### src/rtl/bfws_pkg.sv
// Package for the bounded queue with search: operation and result codes,
// the per-cell control struct and the reset value of the limit register.
// Has no dependencies; the queue, its storage cell and the testbench import it.
package bfws_pkg;

  typedef enum logic [1:0] {
    KIND_ENQ  = 2'd0,
    KIND_DEQ  = 2'd1,
    KIND_FIND = 2'd2,
    KIND_LIST = 2'd3
  } kind_t;

  typedef enum logic [2:0] {
    ST_ADDED    = 3'd0,
    ST_FULL     = 3'd1,
    ST_SERVED   = 3'd2,
    ST_EMPTY    = 3'd3,
    ST_FOUND    = 3'd4,
    ST_NOTFOUND = 3'd5,
    ST_LISTED   = 3'd6
  } status_t;

  localparam logic [3:0] LIMIT_RESET = 4'd5;

  // Control for one storage cell: load a new key, or take the neighbor's key.
  typedef struct packed {
    logic load;
    logic shift;
  } cell_ctl_t;

endpackage

### src/rtl/bfws_if.sv
// Handshake channels of the bounded queue with search: request, response
// and configuration write. Stand-alone; no package needed.
interface bfws_req_if;
  logic        valid;
  logic        ready;
  logic [1:0]  kind;
  logic [63:0] name_key;
  modport source (output valid, kind, name_key, input ready);
  modport sink (input valid, kind, name_key, output ready);
endinterface

interface bfws_rsp_if;
  logic        valid;
  logic        ready;
  logic [2:0]  status;
  logic [63:0] entry_key;
  logic [3:0]  position;
  logic        last;
  modport source (output valid, status, entry_key, position, last, input ready);
  modport sink (input valid, status, entry_key, position, last, output ready);
endinterface

interface bfws_cfg_if;
  logic       valid;
  logic       ready;
  logic [3:0] queue_limit;
  modport source (output valid, queue_limit, input ready);
  modport sink (input valid, queue_limit, output ready);
endinterface

### src/rtl/bounded_fifo_with_search.sv
// Bounded first-in first-out queue of keys with search and listing.
// Depends on bfws_pkg, the channels in bfws_if and the storage cell bfws_cell.
//
// The queue is a row of DEPTH cells; while the block is idle, cell 0 holds
// the oldest entry. An enqueue writes the cell just past the newest entry
// and a dequeue reads cell 0 while every cell takes its right-hand
// neighbor's key, so each gives one result and the block stays idle. Find
// and list rotate the whole row one place per cycle while the response
// side does not stall, looking at cell 0 each time; after DEPTH rotations
// the row is back in its original order and the block takes the next item.
// A find or list thus occupies the block until its rotation is done, and
// no new item is taken meanwhile. A found result is held back one match so
// that the final one can carry last. An enqueue is refused once the entry
// count has reached queue_limit (values above DEPTH act as DEPTH).
// Configuration writes are always taken at once.
module bounded_fifo_with_search
  import bfws_pkg::*;
#(
  parameter int DEPTH    = 8,
  parameter int KEY_BITS = 64
) (
  input  logic   clk,
  input  logic   rst,
  bfws_req_if.sink   req,
  bfws_rsp_if.source rsp,
  bfws_cfg_if.sink   cfg
);

  localparam int CW = $clog2(DEPTH + 1);

  typedef enum logic [1:0] {
    S_IDLE = 2'b01,
    S_SCAN = 2'b10
  } state_t;

  state_t              state, state_next;
  logic [3:0]          queue_limit;
  logic [CW-1:0]       count, count_next;
  logic [CW-1:0]       step, step_next;
  logic                is_list, is_list_next;
  logic                fin, fin_next;
  logic [KEY_BITS-1:0] find_key, find_key_next;
  logic                pend, pend_next;
  logic [KEY_BITS-1:0] pend_key, pend_key_next;
  logic [3:0]          pend_pos, pend_pos_next;

  // Response register.
  logic                rsp_valid;
  logic [2:0]          rsp_status;
  logic [KEY_BITS-1:0] rsp_key;
  logic [3:0]          rsp_pos;
  logic                rsp_last;

  // Emission request from the control logic.
  logic                emit;
  status_t             e_status;
  logic [KEY_BITS-1:0] e_key;
  logic [3:0]          e_pos;
  logic                e_last;

  logic [KEY_BITS-1:0] keys [DEPTH];
  logic                shift_all;
  logic                do_load;
  logic [KEY_BITS-1:0] req_key;
  logic [CW-1:0]       limit_eff;
  logic                can_load;
  logic                accept;
  logic                active;
  logic                match;
  logic [3:0]          step_pos;

  assign req_key   = req.name_key[KEY_BITS-1:0];
  assign limit_eff = ({28'd0, queue_limit} > 32'(DEPTH)) ? CW'(DEPTH) : CW'(queue_limit);
  assign can_load  = !rsp_valid || rsp.ready;
  assign req.ready = (state == S_IDLE) && can_load;
  assign accept    = req.valid && req.ready;
  assign cfg.ready = 1'b1;
  assign active    = step < count;
  assign match     = keys[0] == find_key;
  assign step_pos  = 4'(32'(step) + 32'd1);

  // The chain of cells. Each cell's neighbor is the next one, wrapping at
  // the end so that a rotation preserves every key.
  for (genvar c = 0; c < DEPTH; c++) begin : g_cell
    cell_ctl_t ctl;
    assign ctl.load  = do_load && (count == CW'(c));
    assign ctl.shift = shift_all;
    bfws_cell #(.KEY_BITS(KEY_BITS)) u_cell (
      .clk      (clk),
      .ctl      (ctl),
      .load_key (req_key),
      .nbr_key  (keys[(c + 1) % DEPTH]),
      .key      (keys[c])
    );
  end

  always_comb begin
    state_next    = state;
    count_next    = count;
    step_next     = step;
    is_list_next  = is_list;
    fin_next      = fin;
    find_key_next = find_key;
    pend_next     = pend;
    pend_key_next = pend_key;
    pend_pos_next = pend_pos;
    emit          = 1'b0;
    e_status      = ST_ADDED;
    e_key         = '0;
    e_pos         = '0;
    e_last        = 1'b1;
    shift_all     = 1'b0;
    do_load       = 1'b0;

    case (state)
      S_IDLE: begin
        if (accept) begin
          case (kind_t'(req.kind))
            KIND_ENQ: begin
              emit = 1'b1;
              if (count >= limit_eff) begin
                e_status = ST_FULL;
              end else begin
                e_status   = ST_ADDED;
                do_load    = 1'b1;
                count_next = count + CW'(1);
              end
            end
            KIND_DEQ: begin
              emit = 1'b1;
              if (count == '0) begin
                e_status = ST_EMPTY;
              end else begin
                e_status   = ST_SERVED;
                e_key      = keys[0];
                shift_all  = 1'b1;
                count_next = count - CW'(1);
              end
            end
            KIND_FIND: begin
              find_key_next = req_key;
              is_list_next  = 1'b0;
              fin_next      = 1'b0;
              pend_next     = 1'b0;
              step_next     = '0;
              state_next    = S_SCAN;
            end
            default: begin
              if (count == '0) begin
                emit     = 1'b1;
                e_status = ST_EMPTY;
              end else begin
                is_list_next = 1'b1;
                fin_next     = 1'b0;
                step_next    = '0;
                state_next   = S_SCAN;
              end
            end
          endcase
        end
      end

      S_SCAN: begin
        // Decide what this step wants to send.
        if (is_list) begin
          if (active) begin
            emit     = 1'b1;
            e_status = ST_LISTED;
            e_key    = keys[0];
            e_pos    = step_pos;
            e_last   = (step + CW'(1)) == count;
          end
        end else if (active) begin
          if (match && pend) begin
            emit     = 1'b1;
            e_status = ST_FOUND;
            e_key    = pend_key;
            e_pos    = pend_pos;
            e_last   = 1'b0;
          end
        end else if (!fin) begin
          emit = 1'b1;
          if (pend) begin
            e_status = ST_FOUND;
            e_key    = pend_key;
            e_pos    = pend_pos;
          end else begin
            e_status = ST_NOTFOUND;
          end
        end

        if (emit && !can_load) begin
          emit = 1'b0;
        end else begin
          if (!is_list && active && match) begin
            pend_next     = 1'b1;
            pend_key_next = keys[0];
            pend_pos_next = step_pos;
          end
          if (!is_list && !active && !fin) begin
            fin_next = 1'b1;
          end
          if (step != CW'(DEPTH)) begin
            shift_all = 1'b1;
            step_next = step + CW'(1);
          end else if (is_list || fin || fin_next) begin
            state_next = S_IDLE;
          end
        end
      end

      default: begin
        state_next = S_IDLE;
      end
    endcase
  end

  always_ff @(posedge clk) begin
    if (rst) begin
      state       <= S_IDLE;
      count       <= '0;
      queue_limit <= LIMIT_RESET;
      rsp_valid   <= 1'b0;
      fin         <= 1'b0;
      pend        <= 1'b0;
    end else begin
      state <= state_next;
      count <= count_next;
      fin   <= fin_next;
      pend  <= pend_next;
      if (cfg.valid && cfg.ready) begin
        queue_limit <= cfg.queue_limit;
      end
      if (emit) begin
        rsp_valid <= 1'b1;
      end else if (rsp.ready) begin
        rsp_valid <= 1'b0;
      end
    end
  end

  always_ff @(posedge clk) begin
    step     <= step_next;
    is_list  <= is_list_next;
    find_key <= find_key_next;
    pend_key <= pend_key_next;
    pend_pos <= pend_pos_next;
    if (emit) begin
      rsp_status <= e_status;
      rsp_key    <= e_key;
      rsp_pos    <= e_pos;
      rsp_last   <= e_last;
    end
  end

  assign rsp.valid     = rsp_valid;
  assign rsp.status    = rsp_status;
  assign rsp.entry_key = 64'(rsp_key);
  assign rsp.position  = rsp_pos;
  assign rsp.last      = rsp_last;

endmodule

### src/rtl/bfws_cell.sv
// One storage cell of the queue chain: holds a key, loads a new one or
// takes its neighbor's. Depends on bfws_pkg for the control struct.
module bfws_cell
  import bfws_pkg::*;
#(
  parameter int KEY_BITS = 64
) (
  input  logic                clk,
  input  cell_ctl_t           ctl,
  input  logic [KEY_BITS-1:0] load_key,
  input  logic [KEY_BITS-1:0] nbr_key,
  output logic [KEY_BITS-1:0] key
);

  always_ff @(posedge clk) begin
    if (ctl.load) begin
      key <= load_key;
    end else if (ctl.shift) begin
      key <= nbr_key;
    end
  end

endmodule

### src/flat_wrapper.sv
// flat-port wrapper written by rule: the top's interface ports become plain ports
module bounded_fifo_with_search_flat import bfws_pkg::*;
#(
  parameter int DEPTH    = 8,
  parameter int KEY_BITS = 64
)
  (clk, rst, req_valid, req_kind, req_name_key, req_ready, rsp_valid, rsp_status, rsp_entry_key, rsp_position, rsp_last, rsp_ready, cfg_valid, cfg_queue_limit, cfg_ready);
  bfws_req_if req_i ();
  bfws_rsp_if rsp_i ();
  bfws_cfg_if cfg_i ();
  input  logic clk;
  input  logic rst;
  input wire logic [$bits(req_i.valid)-1:0] req_valid;
  input wire logic [$bits(req_i.kind)-1:0] req_kind;
  input wire logic [$bits(req_i.name_key)-1:0] req_name_key;
  output wire logic [$bits(req_i.ready)-1:0] req_ready;
  output wire logic [$bits(rsp_i.valid)-1:0] rsp_valid;
  output wire logic [$bits(rsp_i.status)-1:0] rsp_status;
  output wire logic [$bits(rsp_i.entry_key)-1:0] rsp_entry_key;
  output wire logic [$bits(rsp_i.position)-1:0] rsp_position;
  output wire logic [$bits(rsp_i.last)-1:0] rsp_last;
  input wire logic [$bits(rsp_i.ready)-1:0] rsp_ready;
  input wire logic [$bits(cfg_i.valid)-1:0] cfg_valid;
  input wire logic [$bits(cfg_i.queue_limit)-1:0] cfg_queue_limit;
  output wire logic [$bits(cfg_i.ready)-1:0] cfg_ready;
  assign req_i.valid = req_valid;
  assign req_i.kind = req_kind;
  assign req_i.name_key = req_name_key;
  assign req_ready = req_i.ready;
  assign rsp_valid = rsp_i.valid;
  assign rsp_status = rsp_i.status;
  assign rsp_entry_key = rsp_i.entry_key;
  assign rsp_position = rsp_i.position;
  assign rsp_last = rsp_i.last;
  assign rsp_i.ready = rsp_ready;
  assign cfg_i.valid = cfg_valid;
  assign cfg_i.queue_limit = cfg_queue_limit;
  assign cfg_ready = cfg_i.ready;
  bounded_fifo_with_search #(.DEPTH(DEPTH), .KEY_BITS(KEY_BITS)) u_core (.clk(clk), .rst(rst), .req(req_i), .rsp(rsp_i), .cfg(cfg_i));
endmodule
### config.mk
export PLATFORM = sky130hd
export DESIGN_NAME = bounded_fifo_with_search_flat
export DESIGN_NICKNAME = d
export VERILOG_FILES = /design/src/rtl/bfws_pkg.sv /design/src/rtl/bfws_if.sv /design/src/rtl/bounded_fifo_with_search.sv /design/src/rtl/bfws_cell.sv /design/src/flat_wrapper.sv
export SDC_FILE = /design/constraint.sdc
export NUM_CORES = 1
export LEC_CHECK = 0
export ABC_AREA = 1
export BUFFER_PORTS_ARGS = -buffer_cell sky130_fd_sc_hd__buf_2
export CAP_MARGIN = 10
export CORE_UTILIZATION = 45
export DETAILED_ROUTE_END_ITERATION = 16
export SLEW_MARGIN = 20
export SYNTH_ARGS = -nofsm -noshare
export SYNTH_HDL_FRONTEND = slang
export SYNTH_SLANG_ARGS = --single-unit
### constraint.sdc
create_clock -name clk -period 15.8 [get_ports clk]
set_clock_uncertainty 0.1 [all_clocks]
set_input_delay 3.16 -clock clk [delete_from_list [all_inputs] [get_ports clk]]
set_output_delay 3.16 -clock clk [all_outputs]
set_load 0.02 [all_outputs]
Yosys cells after proc, flatten, opt, wreduce, memory -nomap -nowiden
Cells that the tools add are included.
{ "totals": {"ff_bits": 734, "output_inout_bits": 75} }
{ "classes": {"add_sub_neg": 4, "magnitude_cmp": 3, "n_eq_ne": 26, "mux": 103, "bitwise": 2, "reduce_logical": 46} }
{ "ops": {"columns": ["cell", "n"], "rows": [
  ["64-bit two-way mux", 25],
  ["64-bit one-hot mux with 2 select lines", 1],
  ["64-bit equality test", 1],
  ["4-bit two-way mux", 13],
  ["1-bit two-way mux", 38],
  ["4-bit one-hot mux with 2 select lines", 3],
  ["2-bit nonzero test", 11],
  ["3-bit two-way mux", 6],
  ["4-bit by 3-bit equality test with 1-bit output (second input constant)", 4],
  ["1-bit logical AND", 16],
  ["5-bit AND reduction", 3],
  ["2-bit inequality test (second input constant)", 7],
  ["1-bit one-hot mux with 2 select lines", 7],
  ["4-bit by 1-bit adder with 4-bit output (second input constant)", 3],
  ["2-bit two-way mux", 6],
  ["6-bit AND reduction", 2],
  ["3-bit one-hot mux with 3 select lines", 1],
  ["4-bit by 2-bit equality test with 1-bit output (second input constant)", 2],
  ["2-bit by 1-bit inequality test with 1-bit output (second input constant)", 4],
  ["2-bit one-hot mux with 2 select lines", 2],
  ["3-bit one-hot mux with 2 select lines", 1],
  ["3-bit AND reduction", 2],
  ["1-bit zero test", 5],
  ["2-bit by 1-bit equality test with 1-bit output (second input constant)", 2],
  ["15 further kinds", 19]
]} }

Logic depth before layout (Yosys ltp)
Gate-level depths: netlist of the first run.
{ "depth": {"ltp_word": 14, "mapped_depth": 16} }

Cells and area by module
Synthesis of the first run repeated with hierarchy kept, for this count alone.
{ "hier_totals": {"hier_cells": 3448, "hier_area_um2": 33458.3} }
{ "by_module_without_submodules": {"columns": ["mod", "instances", "cells_each", "area_each_um2", "seq_area_each_um2"], "rows": [
  ["bfws_cell", 8, 271, 2755.1, 1921.8],
  ["bounded_fifo_with_search", 1, 1280, 11417.2, 6536.3]
]} }

Worst setup path after synthesis of the first run
OpenSTA, ideal clock, no wires.
{ "synth_timing": {"path_type": "input-to-reg", "startpoint": "input port rsp_ready", "endpoint": "register u_core.pend", "arrival_time_ns": 7.049, "slack_ns": 8.525, "cell_stages": 7, "n_path_buf": 0, "cell_sequence": "nor2_1 -> nor2_1 -> nand2_1 -> nor2_1 -> nor2_1 -> o31ai_1 -> a21oi_1"} }
{ "synth_between": {"elab_chain_cells": 5, "elab_cells_between_ends": 8, "classes_between": "2 x eq/ne; 6 x reduce/logical"} }
{ "synth_lines": {"columns": ["item", "line_no", "text"], "rows": [
  ["from (decl)", "flat_wrapper.sv:22", "input wire logic [$bits(rsp_i.ready)-1:0] rsp_ready;"],
  ["1-bit logical OR", "bounded_fifo_with_search.sv:74", "assign can_load = !rsp_valid || rsp.ready;"],
  ["1-bit logical AND", "bounded_fifo_with_search.sv:75", "assign req.ready = (state == S_IDLE) && can_load;"],
  ["via req_ready", "flat_wrapper.sv:16", "output wire logic [$bits(req_i.ready)-1:0] req_ready;"],
  ["1-bit logical AND", "bounded_fifo_with_search.sv:76", "assign accept = req.valid && req.ready;"],
  ["2-bit by 1-bit inequality test with 1-bit output (no line)", null, null],
  ["5-bit AND reduction (no line)", null, null],
  ["to (signal assigned)", "bounded_fifo_with_search.sv:230", "pend <= pend_next;"],
  ["to (decl)", "bounded_fifo_with_search.sv:43", "logic pend, pend_next;"]
]} }
The timed path passes the listed nets, and every way through them passes these cells.
A chain may end at the register's enable or synchronous reset.

Final worst setup path of the first run
{ "layout_timing": {"startpoint": "input port rsp_ready", "endpoint": "output port req_ready"} }
{ "layout_between": {"elab_chain_cells": 2} }
{ "layout_lines": {"columns": ["item", "line_no"], "rows": [
  ["1-bit logical OR", "bounded_fifo_with_search.sv:74"],
  ["1-bit logical AND", "bounded_fifo_with_search.sv:75"],
  ["to (decl)", "flat_wrapper.sv:16"]
]} }
No other way between the ends.

==> results of run 1 <==
## worst max-delay path by stage
stage	start	to	slack [ns]	cells past startpoint
after global routing	rsp_ready	req_ready	8.59	4
after CTS	rsp_ready	req_ready	8.65	4
after global placement	rsp_ready	u_core.g_cell[1].u_cell.key[33]	8.12	8
final	rsp_ready	req_ready	8.64	4
after floorplan	rsp_ready	u_core.pend	8.53	7
after detailed placement	rsp_ready	u_core.g_cell[1].u_cell.key[28]	8.11	8
## synthesized netlist by cell type (all sizes together), types with 6 or more instances
cell,count
buf,33
ha,16
o2111ai,57
inv,186
edfxtp,721
o31ai,6
a21oi,94
nand3,30
nor2,155
dfxtp,13
xor2,20
clkbuf,152
nand2,865
o21ai,622
## power by group
part / switching (mW) / total (mW) / internal [mW]
Combinational: 0.638 / 0.834 / 0.195
Clock: 0.757 / 1.78 / 1.02
Sequential: 0.0855 / 2.49 / 2.41
Total: 1.48 / 5.10 / 3.62
## registers in the layout, indices dropped and copies added (netlist names), 2 cells and up
signal                    count
u_core.count                  4
u_core.find_key              64
u_core.g_cell.u_cell.key    512
u_core.pend_key              64
u_core.pend_pos               4
u_core.queue_limit            4
u_core.rsp.entry_key         64
u_core.rsp.position           4
u_core.rsp.status             3
u_core.state                  2
u_core.step                   4
## stage by stage
step	area, µm²	total power, mW	cells	worst slack [ns]	hold WS (ns)
3_5_place_dp	33790	3.364	3929	8.108	0.3789
5_1_grt	36280	5.315	4071	8.587	0.4321
4_1_cts	36230	5.139	4068	8.652	0.3942
2_1_floorplan	32010	3.019	2996	8.525	0.3503
6_report	36280	5.105	4071	8.635	0.3912
3_3_place_gp	33610	3.325	3921	8.123	0.3740
## cell families after synthesis
group | count (synthesis)
and+or+nand+nor | 1061
AOI/OAI and AO/OA | 789
adders and majority gates | 16
xor gates and xnor gates | 22
DFF | 734
buffers and inverters | 373
other | 1
## final cells by class
cell class / instances / share of cell area (%)
diodes: 1 / 0.006897
repair buffers: 180 / 3.142
well taps: 940 / 3.242
clock buffers: 103 / 5.811
multi-input cells: 1889 / 24.55
flip-flops and latches: 734 / 60.40
inverters: 188 / 1.945
clock inverters: 36 / 0.9070
## critical path, delay by kind of cell
| family | cells | cell delay, ns |
|---|---|---|
| and+or+nand+nor | 2 | 0.44 |
| buffers and inverters | 2 | 0.30 |
## per-layer routing
metal	global-route usage, %	share of wire (%)
met1	32.41	44
met4	6.864	1.7
met5	0	0
met2	37.66	47
met3	3.068	6.8
==> impl_results.md, run 1 <==
- Largest net degree at the start of global routing: roughly 130
- Total negative slack: 0 ns
- Hold depth: 2
- Worst IR Drop VDD: 109.1 µV
- RSZ-0062 raised after global routing: false
- CTS tree: yes
- DR WL/cell: roughly 20 µm
- Routed WL: roughly 82000 µm
- Initial Util: 45.63%
- Synth Flop Type: edfxtp_1
- Vias in the first global route: 21970
- Syn_nets: 3087
- Antenna viol nets, final: 0
- Crit-path cells: buf_2 > nor2_1 > nor2_1 > buf_2
- Row count: 97
- Max FO, Critical Path: 4
- Hold WC Path Type: reg2reg
- Critical Path End Type: output pin
- Critical path class: in2out
- Worst-path clk slew: 0.06 ns
- Lkg Pwr: 13.98 nW
- Complex-gate fraction of the synthesized area: 13.13%
- Post-synthesis xor/xnor area fraction: 0.6019%
- Ys Warns: 0
- Hold Fails Final Rpt: 0
- Final setup vio count: 0
- Hold_sp: u_core.queue_limit[2]
- Total number of vias: 22570
- Worst path max stage delay: 0.30 ns
- Max-cap violations: 0
- Hold path endpoint: u_core.queue_limit[2]
- CP startpoint kind: input pin
- Slew @ Worst Pin: between 1 and 1.5 ns
- Sequential fraction of the synthesis area: 68.45%
- Core area: 0.07015 mm²
- PortBufs: 148
- Syn avg cell area: 10.68 µm²
- H-tree Lvls: 3
- Most frequent cells in the layout: nand2_1, edfxtp_1, o21ai_0, inv_1, nor2_1
- CTS root buffer: clkbuf_16
- Clock buffer count from CTS: 78
- # resized after CTS: 0
- Post-synth top area share: 67.63%
- Multi-input gate area: 0.008906 mm²
- GP Congestion: 0.8181
- All-Layer GR Usage: 23.13%
- Ports: 150
- Worst skew pair latency: 0.63 ns
- Rel. slew slack: a little under a quarter
- Worst r2r path cells: 10
- CTS Buffer Depth: 3
- R2r setup slk: ~11 ns
- Async SR Flop Fraction: 0%
- Synth Instances: 2996
- # DRC: 0
- Synth Area in Adders: 0.6254%
- Post-synthesis simple-gate area fraction: between 10% and 20%
- EDFF count, synth: 721
- Die height: ~270 µm
- Status: finished clean
- Post CTS Setup Buffer Count: 0
- Area Overhead vs Synth: 13.34%
- Pwr/cell area: ~140 mW/mm²
- DP HPWL: a little under 50000 µm
- # hold bufs at CTS: 0
- Slowest cell on crit path: nor2_1
- Chip width: 268.7 µm
- Fin crit share: 45.35%
- Die Area: roughly 0.072 mm²
- Clock tree sinks: 734
- Via density per instance: 5.545
- Share of layout cells above drive strength 1: 10.13%
- Worst r2r src: u_core.queue_limit[0]
- First-pass GRT wire length: about 130000 µm
- Max Slew Vio Count: 0
- Post-route minimum period: 7.165 ns
- Filler cell count: about 6200
- Largest family of logic cells by synthesized area: compound AO/OA/AOI/OAI gates
- First-pass detailed-route iteration total: 5
- Mux contribution to synthesized area: 0%
- 1st-iter DRT viols: 2322
- Critical Path AT: 3.90 ns
- Post-synthesis register bit count: 734
- Commonest non-fill, non-tap cell in the layout: nand2_1
- Data required time at the worst endpoint: 12.54 ns
- Fmax: 139.6 MHz
- GRT overflow: 0
- Synth unique cells: 31
- Mapped cell area: 0.03201 mm²
- Nets: around 3200
- Post-synth top area cell: edfxtp_1
- FF/Latch Area: 0.02191 mm²
- Initial antenna violation count: 1
- Core Util, Final: 51.72%
- FF-to-FF End: u_core.g_cell[1].u_cell.key[27]
- Synth top area cells: edfxtp_1, nand2_1, o21ai_0
Power figures use the tool's default switching activity.
==> inputs of run 2 (changes only) <==
- clock period: 15.8 -> 6 ns (I/O delays scaled with it)
==> impl_results.md, run 2 (synthesis results as in run 1) <==
- Critical path class: reg2reg
- Via density per instance: 5.596
- Total number of vias: 22890
- Max FO, Critical Path: 48
- Ports: 150
- CTS Buffer Depth: 3
- Rel. slew slack: between 20% and 30%
- Filler cell count: 6242
- Area Overhead vs Synth: 13.35%
- All-Layer GR Usage: approximately a quarter
- Worst-path clk slew: 0.06 ns
- Hold path endpoint: u_core.queue_limit[0]
- Vias in the first global route: 22390
- 1st-iter DRT viols: around 2500
- Fmax: 205.2 MHz
- CP startpoint kind: flop
- H-tree Lvls: 3
- Ant diodes: 0
- Hold_sp: u_core.queue_limit[0]
- Worst r2r path cells: 14
- Die height: 268.7 µm
- Core Util, Final: 51.73%
- Die Area: 0.07221 mm²
- Total negative slack: 0 ns
- CTS root buffer: clkbuf_16
- R2r setup slk: 1.13 ns
- Reg with most FFs: u_core.g_cell.u_cell.key
- Share of layout cells above drive strength 1: 10.73%
- Critical Path End Type: flop
- Status: finished clean
- Fin cells: 4091
- Overall Power: 13.47 mW
- Place WS: 1.214 ns
- Worst skew pair latency: 0.62 ns
- Hold WC Path Type: reg2reg
- Slew @ Worst Pin: 1.092 ns
- Max Slew Vio Count: 0
- Post CTS Setup Buffer Count: 0
- # hold bufs at CTS: 0
- Lkg Pwr: 14.05 nW
- Worst r2r src: u_core.count[1]
- CTS tree: yes
- Post-route minimum period: about 5 ns
- FF-to-FF End: u_core.g_cell[1].u_cell.key[15]
- GP Congestion: 0.8527
- Pwr/cell area: 371.3 mW/mm²
- Commonest non-fill, non-tap cell in the layout: nand2_1
- First-pass detailed-route iteration total: 6
- Multi-input gate area: 0.008906 mm²
- Chip width: 268.7 µm
- RSZ-0062 raised after global routing: false
- Worst IR Drop VDD: 258.7 µV
- Data required time at the worst endpoint: 6.24 ns
- FF/Latch Area: 0.02191 mm²
- Hold Fails Final Rpt: 0
- Hold depth: 2
- First-pass GRT wire length: around 130000 µm
- Final setup vio count: 0
- Initial antenna violation count: 0
- Final setup margin: 1.127 ns
- Cell Area, Placed: about 0.034 mm²
- Nets: 3183
- Row count: 97
- Max reg flops: 512
- DR WL/cell: 21.26 µm
- Fin crit share: between 80% and 90%
- DP HPWL: 52420 µm
- Largest net degree at the start of global routing: 97
- Critical Path AT: 5.12 ns
- Core area: between 0.07 and 0.08 mm²
- Most frequent cells in the layout: nand2_1, edfxtp_1, o21ai_0, inv_1, nor2_1
- Initial Util: 45.63%
- # resized after CTS: 0
- Design Area, Final: between 0.03 and 0.04 mm²
- Max-cap violations: 0
- PortBufs: 148
- Hold slack: 0.3861 ns
- # DRC: 0
- Routed WL: 86980 µm
- Antenna viol nets, final: 0
- Clock tree sinks: 734
- Clock buffer count from CTS: 78
- Placed Instances: 3952
- GRT overflow: 0
==> run 2: cell count changes in the layout (fill, tap and decap cells not counted), moves of 2 or more <==
cell | before | now
buf_4 | 21 | 51
buf_12 | 6 | 2
buf_16 | 4 | 0
clkbuf_1 | 21 | 18
clkinv_1 | 12 | 15
clkbuf_8 | 2 | 0
clkinv_2 | 12 | 14
==> run 2: worst max-delay path, cell delays in order (launching register included) <==
cell and delay, ns:
dfxtp_1 0.42, inv_1 0.15, ha_1 0.30, inv_1 0.04, nor2_1 0.10, o211ai_1 0.10
nand2_2 0.58, inv_1 0.14, nand2_1 0.13, inv_1 0.08, nand2_2 0.09, nand3_1 0.11
nand3_1 0.65, nand3_4 1.00, buf_4 0.54
==> run 2: area by class of cell <==
cell class	instances	share of cell area (%)
Multi-Input combinational cell	1889	24.54
Inverter	188	1.945
Timing Repair Buffer	201	3.207
Clock inverter	41	0.9689
Tap cell	940	3.241
Clock buffer	98	5.703
Sequential cell	734	60.39
==> run 2: metal layers <==
| metal | vias to the layer above | wire length (µm) | GRT usage, % |
|---|---|---|---|
| met1 | 11180 | 38050 | 34.95 |
| met4 | 0 | 2165 | 7.847 |
| li1 | 10630 | - | - |
| met5 | - | 0 | 0 |
| met3 | 140 | 6536 | 3.297 |
| met2 | 941 | 40230 | 38.40 |
==> run 2: worst max-delay path by stage <==
stage / start / to / slack [ns]
2_1_floorplan: rsp_ready / u_core.pend / 0.69
3_3_place_gp: u_core.count[1] / u_core.g_cell[1].u_cell.key[18] / 1.39
3_5_place_dp: u_core.count[1] / u_core.g_cell[1].u_cell.key[15] / 1.21
4_1_cts: u_core.count[1] / u_core.g_cell[1].u_cell.key[15] / 1.20
5_1_grt: u_core.count[1] / u_core.g_cell[5].u_cell.key[19] / 0.91
6_report: u_core.count[1] / u_core.g_cell[1].u_cell.key[15] / 1.13
==> run 2: report_power, final <==
group / total, mW / switching [mW] / internal, mW / leakage [nW]
clock network: 4.67 / 2.01 / 2.66 / 1.18
logic: 2.25 / 1.75 / 0.505 / 6.20
registers: 6.55 / 0.213 / 6.34 / 6.67
